[src/elcp_pkg.sv]
// Types and constants of the escaped line command parser.
// No dependencies.
package elcp_pkg;

    localparam int BUF_DEPTH = 64;
    localparam int ADDR_W    = $clog2(BUF_DEPTH);
    localparam int CNT_W     = $clog2(BUF_DEPTH + 1);

    localparam logic [7:0] BYTE_LF   = 8'd10;
    localparam logic [7:0] BYTE_CR   = 8'd13;
    localparam logic [7:0] BYTE_ESC  = 8'd27;
    localparam logic [7:0] BYTE_BANG = 8'h21;
    localparam logic [7:0] BYTE_PLUS = 8'd43;

    typedef enum logic [1:0] {
        KIND_DATA     = 2'd0,
        KIND_CMD      = 2'd1,
        KIND_BREAK    = 2'd2,
        KIND_OVERFLOW = 2'd3
    } line_kind_t;

    typedef enum logic [1:0] {
        RD_IDLE,
        RD_SINGLE,
        RD_READ,
        RD_LOAD
    } rd_state_t;

    // emission request from the line front end to the readout
    typedef struct packed {
        logic             start;
        logic             single;
        line_kind_t       kind;
        logic [CNT_W-1:0] len;
    } rd_req_t;

endpackage

[src/elcp_ram.sv]
// Generic single-write, single-read RAM with registered read data.
// No dependencies.
module elcp_ram #(
    parameter int WIDTH = 8,
    parameter int DEPTH = 64
) (
    input  logic                     clk,
    input  logic                     wr_en,
    input  logic [$clog2(DEPTH)-1:0] wr_addr,
    input  logic [WIDTH-1:0]         wr_data,
    input  logic                     rd_en,
    input  logic [$clog2(DEPTH)-1:0] rd_addr,
    output logic [WIDTH-1:0]         rd_data
);

    logic [WIDTH-1:0] mem [DEPTH];

    always_ff @(posedge clk)
    begin
        if (wr_en)
        begin
            mem[wr_addr] <= wr_data;
        end
        if (rd_en)
        begin
            rd_data <= mem[rd_addr];
        end
    end

endmodule

[src/elcp_readout.sv]
// Line readout: walks the line store and drives the output register.
// Depends on elcp_pkg.
module elcp_readout (
    input  logic                          clk,
    input  logic                          rst_n,
    input  elcp_pkg::rd_req_t             req,
    output logic                          busy,
    output logic                          rd_en,
    output logic [elcp_pkg::ADDR_W-1:0]   rd_addr,
    input  logic [7:0]                    rd_data,
    output logic                          m_axis_tvalid,
    input  logic                          m_axis_tready,
    output logic [7:0]                    m_axis_tdata,  // out_byte
    output logic [1:0]                    m_axis_tuser,  // line_kind
    output logic                          m_axis_tlast   // last
);

    elcp_pkg::rd_state_t  state_reg, state_next;
    logic [elcp_pkg::ADDR_W-1:0] idx_reg, idx_next;
    logic [elcp_pkg::CNT_W-1:0]  len_reg, len_next;
    elcp_pkg::line_kind_t kind_reg, kind_next;

    logic                 out_valid_reg, out_valid_next;
    logic [7:0]           out_byte_reg, out_byte_next;
    elcp_pkg::line_kind_t out_kind_reg, out_kind_next;
    logic                 out_last_reg, out_last_next;

    logic slot_free;
    logic is_last;

    assign slot_free = !out_valid_reg || m_axis_tready;
    assign is_last   = (elcp_pkg::CNT_W'(idx_reg) + elcp_pkg::CNT_W'(1)) == len_reg;

    always_ff @(posedge clk or negedge rst_n)
    begin
        if (!rst_n)
        begin
            state_reg     <= elcp_pkg::RD_IDLE;
            out_valid_reg <= 1'b0;
        end
        else
        begin
            state_reg     <= state_next;
            out_valid_reg <= out_valid_next;
        end
    end

    always_ff @(posedge clk)
    begin
        idx_reg      <= idx_next;
        len_reg      <= len_next;
        kind_reg     <= kind_next;
        out_byte_reg <= out_byte_next;
        out_kind_reg <= out_kind_next;
        out_last_reg <= out_last_next;
    end

    always_comb
    begin
        state_next     = state_reg;
        idx_next       = idx_reg;
        len_next       = len_reg;
        kind_next      = kind_reg;
        out_valid_next = out_valid_reg && !m_axis_tready;
        out_byte_next  = out_byte_reg;
        out_kind_next  = out_kind_reg;
        out_last_next  = out_last_reg;
        rd_en          = 1'b0;

        unique case (state_reg)
            elcp_pkg::RD_IDLE:
            begin
                if (req.start)
                begin
                    idx_next   = '0;
                    len_next   = req.len;
                    kind_next  = req.kind;
                    state_next = req.single ? elcp_pkg::RD_SINGLE : elcp_pkg::RD_READ;
                end
            end
            elcp_pkg::RD_SINGLE:
            begin
                if (slot_free)
                begin
                    out_valid_next = 1'b1;
                    out_byte_next  = 8'd0;
                    out_kind_next  = kind_reg;
                    out_last_next  = 1'b1;
                    state_next     = elcp_pkg::RD_IDLE;
                end
            end
            elcp_pkg::RD_READ:
            begin
                rd_en      = 1'b1;
                state_next = elcp_pkg::RD_LOAD;
            end
            elcp_pkg::RD_LOAD:
            begin
                // read data holds until the slot frees up
                if (slot_free)
                begin
                    out_valid_next = 1'b1;
                    out_byte_next  = rd_data;
                    out_kind_next  = kind_reg;
                    out_last_next  = is_last;
                    if (is_last)
                    begin
                        state_next = elcp_pkg::RD_IDLE;
                    end
                    else
                    begin
                        idx_next   = idx_reg + elcp_pkg::ADDR_W'(1);
                        state_next = elcp_pkg::RD_READ;
                    end
                end
            end
            default:
            begin
                state_next = elcp_pkg::RD_IDLE;
            end
        endcase
    end

    assign busy          = state_reg != elcp_pkg::RD_IDLE;
    assign rd_addr       = idx_reg;
    assign m_axis_tvalid = out_valid_reg;
    assign m_axis_tdata  = out_byte_reg;
    assign m_axis_tuser  = out_kind_reg;
    assign m_axis_tlast  = out_last_reg;

endmodule

[src/escaped_line_command_parser_core.sv]
// Escaped line command parser: one received byte per input word builds a
// line in a 64-byte store; a terminated or full line leaves as a run of
// output words (or one break / overflow word). Input takes one byte per cycle
// while a line fills; once a line ends the input stalls for the readout,
// which reads each line byte from the store and then puts it in the output
// register, and which waits there whenever the output is stalled.
// The final word of a run may still wait at the output while new bytes come
// in. No clearing pass after reset. Depends on elcp_pkg, elcp_ram, elcp_readout.
module escaped_line_command_parser_core (
    input  logic       clk,
    input  logic       rst_n,
    input  logic       s_axis_tvalid,
    output logic       s_axis_tready,
    input  logic [7:0] s_axis_tdata,   // in_byte
    output logic       m_axis_tvalid,
    input  logic       m_axis_tready,
    output logic [7:0] m_axis_tdata,   // out_byte
    output logic [1:0] m_axis_tuser,   // line_kind
    output logic       m_axis_tlast    // last
);

    logic [elcp_pkg::CNT_W-1:0] fill_reg, fill_next;
    logic esc_reg, esc_next;
    logic plus_esc_reg, plus_esc_next;
    logic first_plus_reg, first_plus_next;
    logic second_plus_reg, second_plus_next;
    logic third_bang_reg, third_bang_next;

    logic [elcp_pkg::CNT_W-1:0] fill_inc;
    logic             accept;
    logic             is_crlf, is_esc, is_plus;
    logic             store, terminate;
    logic             cmd_start;
    logic             busy;
    logic             rd_en;
    logic [elcp_pkg::ADDR_W-1:0] rd_addr;
    logic [7:0]       rd_data;
    elcp_pkg::rd_req_t req;

    assign accept   = s_axis_tvalid && s_axis_tready;
    assign is_crlf  = (s_axis_tdata == elcp_pkg::BYTE_CR) || (s_axis_tdata == elcp_pkg::BYTE_LF);
    assign is_esc   = s_axis_tdata == elcp_pkg::BYTE_ESC;
    assign is_plus  = s_axis_tdata == elcp_pkg::BYTE_PLUS;
    assign fill_inc = fill_reg + elcp_pkg::CNT_W'(1);

    always_ff @(posedge clk or negedge rst_n)
    begin
        if (!rst_n)
        begin
            fill_reg     <= '0;
            esc_reg      <= 1'b0;
            plus_esc_reg <= 1'b0;
        end
        else
        begin
            fill_reg     <= fill_next;
            esc_reg      <= esc_next;
            plus_esc_reg <= plus_esc_next;
        end
    end

    // leading-byte flags are only looked at once those bytes are in
    always_ff @(posedge clk)
    begin
        first_plus_reg  <= first_plus_next;
        second_plus_reg <= second_plus_next;
        third_bang_reg  <= third_bang_next;
    end

    always_comb
    begin
        fill_next        = fill_reg;
        esc_next         = esc_reg;
        plus_esc_next    = plus_esc_reg;
        first_plus_next  = first_plus_reg;
        second_plus_next = second_plus_reg;
        third_bang_next  = third_bang_reg;
        store            = 1'b0;
        terminate        = 1'b0;
        cmd_start        = 1'b0;
        req              = '0;

        if (accept)
        begin
            priority if (is_crlf)
            begin
                if (esc_reg)
                begin
                    store    = 1'b1;
                    esc_next = 1'b0;
                end
                else if (fill_reg != '0)
                begin
                    terminate = 1'b1;
                end
            end
            else if (is_esc)
            begin
                store    = esc_reg;
                esc_next = !esc_reg;
            end
            else if (is_plus)
            begin
                if (esc_reg && (fill_reg < elcp_pkg::CNT_W'(2)))
                begin
                    plus_esc_next = 1'b1;
                end
                esc_next = 1'b0;
                store    = 1'b1;
            end
            else
            begin
                store    = 1'b1;
                esc_next = 1'b0;
            end

            if (terminate)
            begin
                cmd_start = (fill_reg > elcp_pkg::CNT_W'(2)) && first_plus_reg
                            && second_plus_reg && !plus_esc_reg;
                req.start  = 1'b1;
                req.single = cmd_start && third_bang_reg;
                req.len    = fill_reg;
                if (cmd_start)
                begin
                    req.kind = third_bang_reg ? elcp_pkg::KIND_BREAK : elcp_pkg::KIND_CMD;
                end
                else
                begin
                    req.kind = elcp_pkg::KIND_DATA;
                end
                fill_next     = '0;
                esc_next      = 1'b0;
                plus_esc_next = 1'b0;
            end
            else if (store)
            begin
                if (fill_reg == elcp_pkg::CNT_W'(0))
                begin
                    first_plus_next = is_plus;
                end
                if (fill_reg == elcp_pkg::CNT_W'(1))
                begin
                    second_plus_next = is_plus;
                end
                if (fill_reg == elcp_pkg::CNT_W'(2))
                begin
                    third_bang_next = s_axis_tdata == elcp_pkg::BYTE_BANG;
                end

                if (fill_inc == elcp_pkg::CNT_W'(elcp_pkg::BUF_DEPTH))
                begin
                    // full store: a "++" line overflows regardless of escapes
                    cmd_start     = first_plus_reg && second_plus_reg;
                    req.start     = 1'b1;
                    req.single    = cmd_start;
                    req.kind      = cmd_start ? elcp_pkg::KIND_OVERFLOW : elcp_pkg::KIND_DATA;
                    req.len       = fill_inc;
                    fill_next     = '0;
                    esc_next      = 1'b0;
                    plus_esc_next = 1'b0;
                end
                else
                begin
                    fill_next = fill_inc;
                end
            end
        end
    end

    assign s_axis_tready = !busy;

    elcp_ram #(
        .WIDTH (8),
        .DEPTH (elcp_pkg::BUF_DEPTH)
    ) u_line_store (
        .clk     (clk),
        .wr_en   (accept && store),
        .wr_addr (fill_reg[elcp_pkg::ADDR_W-1:0]),
        .wr_data (s_axis_tdata),
        .rd_en   (rd_en),
        .rd_addr (rd_addr),
        .rd_data (rd_data)
    );

    elcp_readout u_readout (
        .clk           (clk),
        .rst_n         (rst_n),
        .req           (req),
        .busy          (busy),
        .rd_en         (rd_en),
        .rd_addr       (rd_addr),
        .rd_data       (rd_data),
        .m_axis_tvalid (m_axis_tvalid),
        .m_axis_tready (m_axis_tready),
        .m_axis_tdata  (m_axis_tdata),
        .m_axis_tuser  (m_axis_tuser),
        .m_axis_tlast  (m_axis_tlast)
    );

endmodule

[config.mk]
export PLATFORM = sky130hd
export DESIGN_NAME = escaped_line_command_parser_core
export DESIGN_NICKNAME = d
export VERILOG_FILES = /design/src/elcp_pkg.sv /design/src/elcp_ram.sv /design/src/elcp_readout.sv /design/src/escaped_line_command_parser_core.sv
export SDC_FILE = /design/constraint.sdc
export NUM_CORES = 1
export LEC_CHECK = 0
export BUFFER_PORTS_ARGS = -buffer_cell sky130_fd_sc_hd__buf_2
export CORE_MARGIN = 5
export CORE_UTILIZATION = 57
export DETAILED_ROUTE_END_ITERATION = 16
export PLACE_DENSITY_LB_ADDON = 0.1
export SKIP_LAST_GASP = 1
export SLEW_MARGIN = 20
export SYNTH_ARGS = -nofsm -noshare
export SYNTH_HDL_FRONTEND = slang
export SYNTH_SLANG_ARGS = --single-unit
[constraint.sdc]
create_clock -name clk -period 2.15 [get_ports clk]
set_input_delay 0.5375 -clock clk [delete_from_list [all_inputs] [get_ports clk]]
set_output_delay 0.5375 -clock clk [all_outputs]
set_load 0.02 [all_outputs]
==> flow_metrics.env, run 1 <==
export IMPL_fin_util_pct=69.41
export IMPL_fmax_mhz=422.6
export IMPL_r2r_cells=8
export IMPL_finalSetupViolCount=92
export IMPL_synth_cells=1097
export IMPL_holdPathStages=4
export IMPL_ys_types=70
export IMPL_antenna_found_initial=1
export IMPL_cp_start_kind="flop"
export IMPL_final_net_count=1353
export IMPL_cp_max_fo=6
export IMPL_place_congestion=0.8724
export IMPL_core_area_um2=39460
export IMPL_worstPathRequired_ns=2.51
export IMPL_die_height_um=209.2
export IMPL_post_drt_wl_per_cell_um=27.47
export IMPL_async_flop_share_pct=2.139
export IMPL_power_leakage_nw=9.323
export IMPL_viasPerCell=6.171
export IMPL_timing_slew_headroom_pct=48.51
export IMPL_htree_levels=2
export IMPL_ys_ff_latch=561
export IMPL_ys_seq_area_share_pct=74.24
export IMPL_rows=73
export IMPL_violations="negative setup slack"
export IMPL_post_route_drc_count=0
export IMPL_reg2reg_slack_ns=-0.22
export IMPL_power_total_mw=26.90
export IMPL_ys_warn_count=0
export IMPL_initial_utilization_pct=57.30
export IMPL_cts_root_buffer="clkbuf_16"
export IMPL_grt_pass1_vias=11930
export IMPL_io_buffers=24
export IMPL_path_clk_slew_ns=0.06
export IMPL_cts_inserted_buffers=55
export IMPL_hp_class="in -> reg"
export IMPL_dieArea_um2=43750
export IMPL_period_needed_ns=2.366
export IMPL_ir_drop_uv=757.4
export IMPL_grt_overflow=0
export IMPL_first_pass_iters=6
export IMPL_dr_first_iter_drc_count=1136
export IMPL_hold_ws_ns=0.2274
export IMPL_maxSlewViolCount=0
export IMPL_largest_reg_flops=512
export IMPL_finalWirelength_um=52330
export IMPL_hold_start="m_axis_tready"
export IMPL_period_share_pct=110.0
export IMPL_hold_end="u_readout.m_axis_tvalid$_DFF_PN0_"
export IMPL_setup_ws_ns=-0.2161
export IMPL_area_delta_synth_final_pct=21.13
export IMPL_clock_latency_ns=0.61
export IMPL_ant_nets=0
export IMPL_grt_setup_unrepaired="yes"
export IMPL_fin_area_um2=27390
export IMPL_synth_nets=1114
export IMPL_power_density_nw_per_um2=982.3
export IMPL_yosys_most_used_dff="edfxtp_1"
export IMPL_grt_use_total_pct=24.15
export IMPL_grt_start_max_net_pins=66
export IMPL_drive_gt1_share_pct=39.74
export IMPL_syn_avg_cell_area_um2=20.61
export IMPL_die_w_um=209.2
export IMPL_arrival_ns=2.72
export IMPL_synth_area_um2=22610
export IMPL_reg2reg_from="u_readout.rd_addr[0]$_SDFFCE_PN0P_"
export IMPL_dp_hpwl_um=34100
export IMPL_cts_buffer_depth=3
export IMPL_mostFrequentLayoutCells="edfxtp_1 (549), buf_4 (171), mux4_2 (111), clkbuf_16 (57), mux2i_1 (34)"
export IMPL_top_register="u_line_store.mem"
export IMPL_outcome="finished, violations left"
export IMPL_reg2reg_to="u_line_store.rd_data[4]$_DFFE_PP_"
export IMPL_cts_tree="done"
export IMPL_final_common_cell="edfxtp_1"
export IMPL_ios=25
export IMPL_grt_pass1_wl_um=78080
export IMPL_max_cap_violations=0
export IMPL_crit_path_end_kind="flop"
export IMPL_finClkSkew_ns=0.02750
export IMPL_dpl_cell_area_um2=24890
export IMPL_synth_edf_count=549
export IMPL_cts_sinks=561
export IMPL_critPathKind="reg -> reg"
export IMPL_tightestPinTransition_ns=0.7724
export IMPL_vias=11760
export IMPL_hold_viol_final=0
## metrics by stage
step / cells / worst slack, ns / setup TNS, ns
global placement: 1776 / -0.5869 / -218.67
global route: 1904 / -0.2680 / -15.24
finish: 1905 / -0.2161 / -6.600
floorplan: 1097 / -0.1693 / -38.71
CTS: 1893 / -0.1975 / -9.268
detailed placement: 1776 / -0.6845 / -244.39
## logic make-up after synthesis
family | synth area share [%]
and+or+nand+nor | 4.283
muxes | 16.34
buffers and inverters | 1.754
adders and majority gates | 0.2767
AOI/OAI and AO/OA | 2.485
DFF | 74.24
xor gates and xnor gates | 0.6198
## metal layers
metal | track usage, % | share of wire [%] | vias up
li1 | - | - | 5093
met1 | 34.54 | 41 | 6084
met2 | 40.06 | 50 | 499
met3 | 3.138 | 6.3 | 79
met4 | 6.773 | 2.6 | 0
met5 | 0 | 0 | -
## worst max-delay path by stage
stage,start,endpoint,slack [ns],cells after the start
after floorplan,s_axis_tdata[2],u_line_store.mem[16][0]$_DFFE_PP_,-0.17,6
final,u_readout.rd_addr[0]$_SDFFCE_PN0P_,u_line_store.rd_data[4]$_DFFE_PP_,-0.22,8
after global placement,s_axis_tdata[0],fill_reg[2]$_DFFE_PN0P_,-0.59,8
after global routing,u_readout.rd_addr[0]$_SDFFCE_PN0P_,u_line_store.rd_data[3]$_DFFE_PP_,-0.27,8
after detailed placement,s_axis_tdata[0],fill_reg[2]$_DFFE_PN0P_,-0.68,8
after CTS,u_readout.rd_addr[0]$_SDFFCE_PN0P_,u_line_store.rd_data[3]$_DFFE_PP_,-0.20,8
## where the power goes
group          leakage, nW  switching [mW]  internal (mW)
logic                 3.37            2.89           1.99
registers             5.11           0.195           12.5
clock network        0.851            3.97           5.36
total                 9.32            7.05           19.9
## synth_stat cells (all sizes together), types with 7 or more instances
master | number | share of area [%]
a221o | 8 | 0.35
a22oi | 8 | 0.27
and2 | 7 | 0.19
and3 | 14 | 0.39
buf | 40 | 1.3
clkbuf | 19 | 0.33
dfrtp | 12 | 1.3
edfxtp | 549 | 73
mux2 | 34 | 1.7
mux2i | 35 | 1.5
mux4 | 128 | 13
nand2 | 21 | 0.35
nand3 | 15 | 0.33
nor2 | 51 | 0.85
nor3 | 44 | 0.97
o221ai | 9 | 0.38
o22ai | 11 | 0.30
## final cells by class
class	instances	area, µm²
fillers	2496	12070
clock buffers	68	1446
inverters	7	28.78
multi-input cells	470	5981
repair buffers	241	2192
flip-flops and latches	561	16790
clock inverters	32	295.3
diodes	1	2.502
well taps	525	656.9
## worst max-delay path, stage by stage, from the launching register on
cell	delay, ns
edfxtp_1	0.36
buf_6	0.14
buf_12	0.16
buf_4	0.15
mux4_2	0.53
mux2_2	0.29
o22ai_2	0.15
a221o_1	0.23
nor2_1	0.08
## repair_timing
item                                    4_1_cts  5_1_grt
endpoints found under the hold margin        12        0
cloned                                        2        1
endpoints found under the setup margin      255      319
hold buffers                                  1        0
setup buffers                                14       12
resized for setup                            54       56
pin swaps                                    14       20
(Power assumes the default switching activity.)
==> run 2: changes to the inputs <==
--- a/config.mk
+++ b/config.mk
@@ -5,9 +5,11 @@
 export SDC_FILE = /design/constraint.sdc
 export NUM_CORES = 1
 export LEC_CHECK = 0
+export ABC_AREA = 0
+export ABC_CLOCK_PERIOD_IN_PS = 2150
 export BUFFER_PORTS_ARGS = -buffer_cell sky130_fd_sc_hd__buf_2
 export CORE_MARGIN = 5
-export CORE_UTILIZATION = 57
+export CORE_UTILIZATION = 25
 export DETAILED_ROUTE_END_ITERATION = 16
 export PLACE_DENSITY_LB_ADDON = 0.1
 export SKIP_LAST_GASP = 1
==> run 2 against run 1 <==
Against the previous run:
- the run still ends with negative setup slack left
- worst hold slack gained 0.051 ns
- routed wire length grew 28%
- first-iteration DRC count shrank 26%
- register-to-register slack lost 0.05 ns
- die area grew 120%
- worst setup slack lost 0.045 ns
- cell count grew 37%
- maximum frequency shrank 1.9%
- combinational power grew 17%
- sequential cell count is the same
- non-clock buffer count grew 46
- clock power grew 14%
==> flow_metrics.env, run 2 (synthesized netlist as in run 1, its figures left out) <==
export IMPL_outcome="finished, violations left"
export IMPL_violations="negative setup slack"
export IMPL_clock_latency_ns=0.60
export IMPL_comb_power_share_pct=19.6
export IMPL_fmax_mhz=414.7
export IMPL_antenna_found_initial=4
export IMPL_ir_drop_uv=511.2
export IMPL_viasPerCell=4.485
export IMPL_finClkSkew_ns=0.02509
export IMPL_dp_hpwl_um=45280
export IMPL_post_route_drc_count=0
export IMPL_setup_tns_final_ns=-12.06
export IMPL_cp_max_fo=11
export IMPL_fin_util_pct=32.77
export IMPL_maxSlewViolCount=0
export IMPL_first_pass_iters=5
export IMPL_timing_slew_headroom_pct=42.47
export IMPL_hold_start="m_axis_tready"
export IMPL_slowest_stage="mux4_2"
export IMPL_pre_cts_ws_ns=-0.8138
export IMPL_dr_first_iter_drc_count=844
export IMPL_crit_path_end_kind="flop"
export IMPL_period_needed_ns=2.411
export IMPL_hp_class="in -> reg"
export IMPL_grt_pass1_vias=12450
export IMPL_dieArea_um2=96560
export IMPL_critPathKind="reg -> reg"
export IMPL_switching_share_pct=27.65
export IMPL_grt_overflow=0
export IMPL_finalSetupViolCount=119
export IMPL_max_cap_violations=0
export IMPL_grt_start_max_net_pins=61
export IMPL_p_seq_share_pct=43.8
export IMPL_tightestPinTransition_ns=0.8629
export IMPL_htree_levels=3
export IMPL_io_buffers=24
export IMPL_fill_cells=8589
export IMPL_arrival_ns=2.76
export IMPL_area_delta_synth_final_pct=30.27
export IMPL_core_area_um2=89870
export IMPL_p_switching_mw=8.020
export IMPL_cp_buffers_inverters=4
export IMPL_die_height_um=310.7
export IMPL_top_register="u_line_store.mem"
export IMPL_placedCellCount=2466
export IMPL_cts_buffer_depth=3
export IMPL_path_clk_slew_ns=0.06
export IMPL_hold_viol_final=0
export IMPL_max_stage_delay_ns=0.47
export IMPL_cts_root_buffer="clkbuf_16"
export IMPL_post_drt_wl_per_cell_um=25.62
export IMPL_final_net_count=1410
export IMPL_initial_utilization_pct=25.16
export IMPL_power_total_mw=29.01
export IMPL_crit_family="multiplexers"
export IMPL_setup_ws_ns=-0.2614
export IMPL_rows=110
export IMPL_finalNonFillerCells=2618
export IMPL_ios=25
export IMPL_largest_reg_flops=512
export IMPL_grt_setup_unrepaired="yes"
export IMPL_grt_use_total_pct=13.69
export IMPL_drive_gt1_share_pct=43.93
export IMPL_reg2reg_from="u_readout.rd_addr[0]$_SDFFCE_PN0P_"
export IMPL_final_common_cell="edfxtp_1"
export IMPL_cts_sinks=561
export IMPL_die_w_um=310.7
export IMPL_period_share_pct=112.2
export IMPL_place_congestion=0.7946
export IMPL_worstSetupStartpoint="u_readout.rd_addr[0]$_SDFFCE_PN0P_"
export IMPL_worstPathRequired_ns=2.50
export IMPL_finalWirelength_um=67080
export IMPL_crit_chain="buf_4 -> buf_12 -> buf_12 -> buf_4 -> mux4_2 -> mux2_2 -> o22ai_2 -> a221o_1 -> nor2_1"
export IMPL_mostFrequentLayoutCells="edfxtp_1 (549), buf_4 (177), mux4_2 (109), clkbuf_16 (68), buf_12 (43)"
export IMPL_power_density_nw_per_um2=984.8
export IMPL_p_int_mw=20.99
export IMPL_p_clk_share_pct=36.6
export IMPL_cts_inserted_buffers=66
export IMPL_grt_pass1_wl_um=95810
export IMPL_ant_nets=0
export IMPL_cp_start_kind="flop"
export IMPL_vias=11740
export IMPL_cts_tree="done"
export IMPL_power_leakage_nw=9.849
==> run 2: cell types whose count changed in the layout (fill, tap and decap cells not counted), moves of 11 or more <==
| cell | previous run | this run |
|---|---|---|
| buf_12 | 22 | 43 |
| nor3_4 | 12 | 23 |
| nor2_4 | 11 | 27 |
| buf_6 | 18 | 35 |
| clkbuf_16 | 57 | 68 |
==> run 2: worst reg2reg max path, delay by kind of cell, from the launching register on <==
kind / cells / cell delay, ns
buf+inv: 4 / 0.60
mux: 2 / 0.75
simple gates: 1 / 0.06
flops: 1 / 0.34
compound gates: 2 / 0.41
==> run 2: per-stage QoR <==
step	hold slack (ns)	instance area, µm²
2_1_floorplan	0.2419	22850
3_3_place_gp	0.4205	26260
3_5_place_dp	0.4090	26260
4_1_cts	0.2429	28960
5_1_grt	0.2948	29450
6_report	0.2787	29450
==> run 2: final cells by class <==
cell class / count / area [µm²] / area share [%]
diodes: 1 / 2.502 / 0.008496
clock buffers: 79 / 1722 / 5.845
clock inverters: 37 / 284.0 / 0.9643
inverters: 7 / 28.78 / 0.09770
multi-input cells: 470 / 6286 / 21.34
flip-flops and latches: 561 / 16790 / 56.99
well taps: 1176 / 1471 / 4.996
repair buffers: 287 / 2874 / 9.757
==> run 2: what timing repair did <==
action | 4_1_cts | 5_1_grt
gates resized for setup | 88 | 88
hold buffers | 1 | 0
hold endpoints to repair | 12 | 0
buffers inserted | 22 | 14
cloned | 2 | 1
setup endpoints to repair | 423 | 372
pin swaps | 27 | 16
==> run 2: power by group through the flow <==
stage          Combinational [mW]  Sequential, mW  Clock, mW
2_1_floorplan                2.23            12.9          0
3_3_place_gp                 5.11            12.9          0
3_5_place_dp                 5.06            12.9          0
4_1_cts                      5.55            12.7       11.0
5_1_grt                      6.04            12.7       11.4
6_report                     5.70            12.7       10.6
==> run 2: per-layer routing <==
layer  global-route usage [%]  share of wire (%)
met1                    18.75                 45
met2                    22.87                 49
met3                    1.911                2.7
met4                    4.038                2.6
met5                        0                  0
==> run 2: path summary, 6_finish.rpt <==
kind                                                            end  slack (ns)  cells past startpoint
worst max-delay path              u_line_store.rd_data[6]$_DFFE_PP_       -0.26                      9
worst min-delay path              u_readout.m_axis_tvalid$_DFF_PN0_        0.28                      4
worst max register to register    u_line_store.rd_data[6]$_DFFE_PP_       -0.26                      9
worst min register to register  u_readout.m_axis_tuser[1]$_DFFE_PP_        0.43                      0
max in group asynchronous         u_readout.m_axis_tvalid$_DFF_PN0_        1.33                      2
min in group asynchronous                   fill_reg[6]$_DFFE_PN0P_        0.53                      2
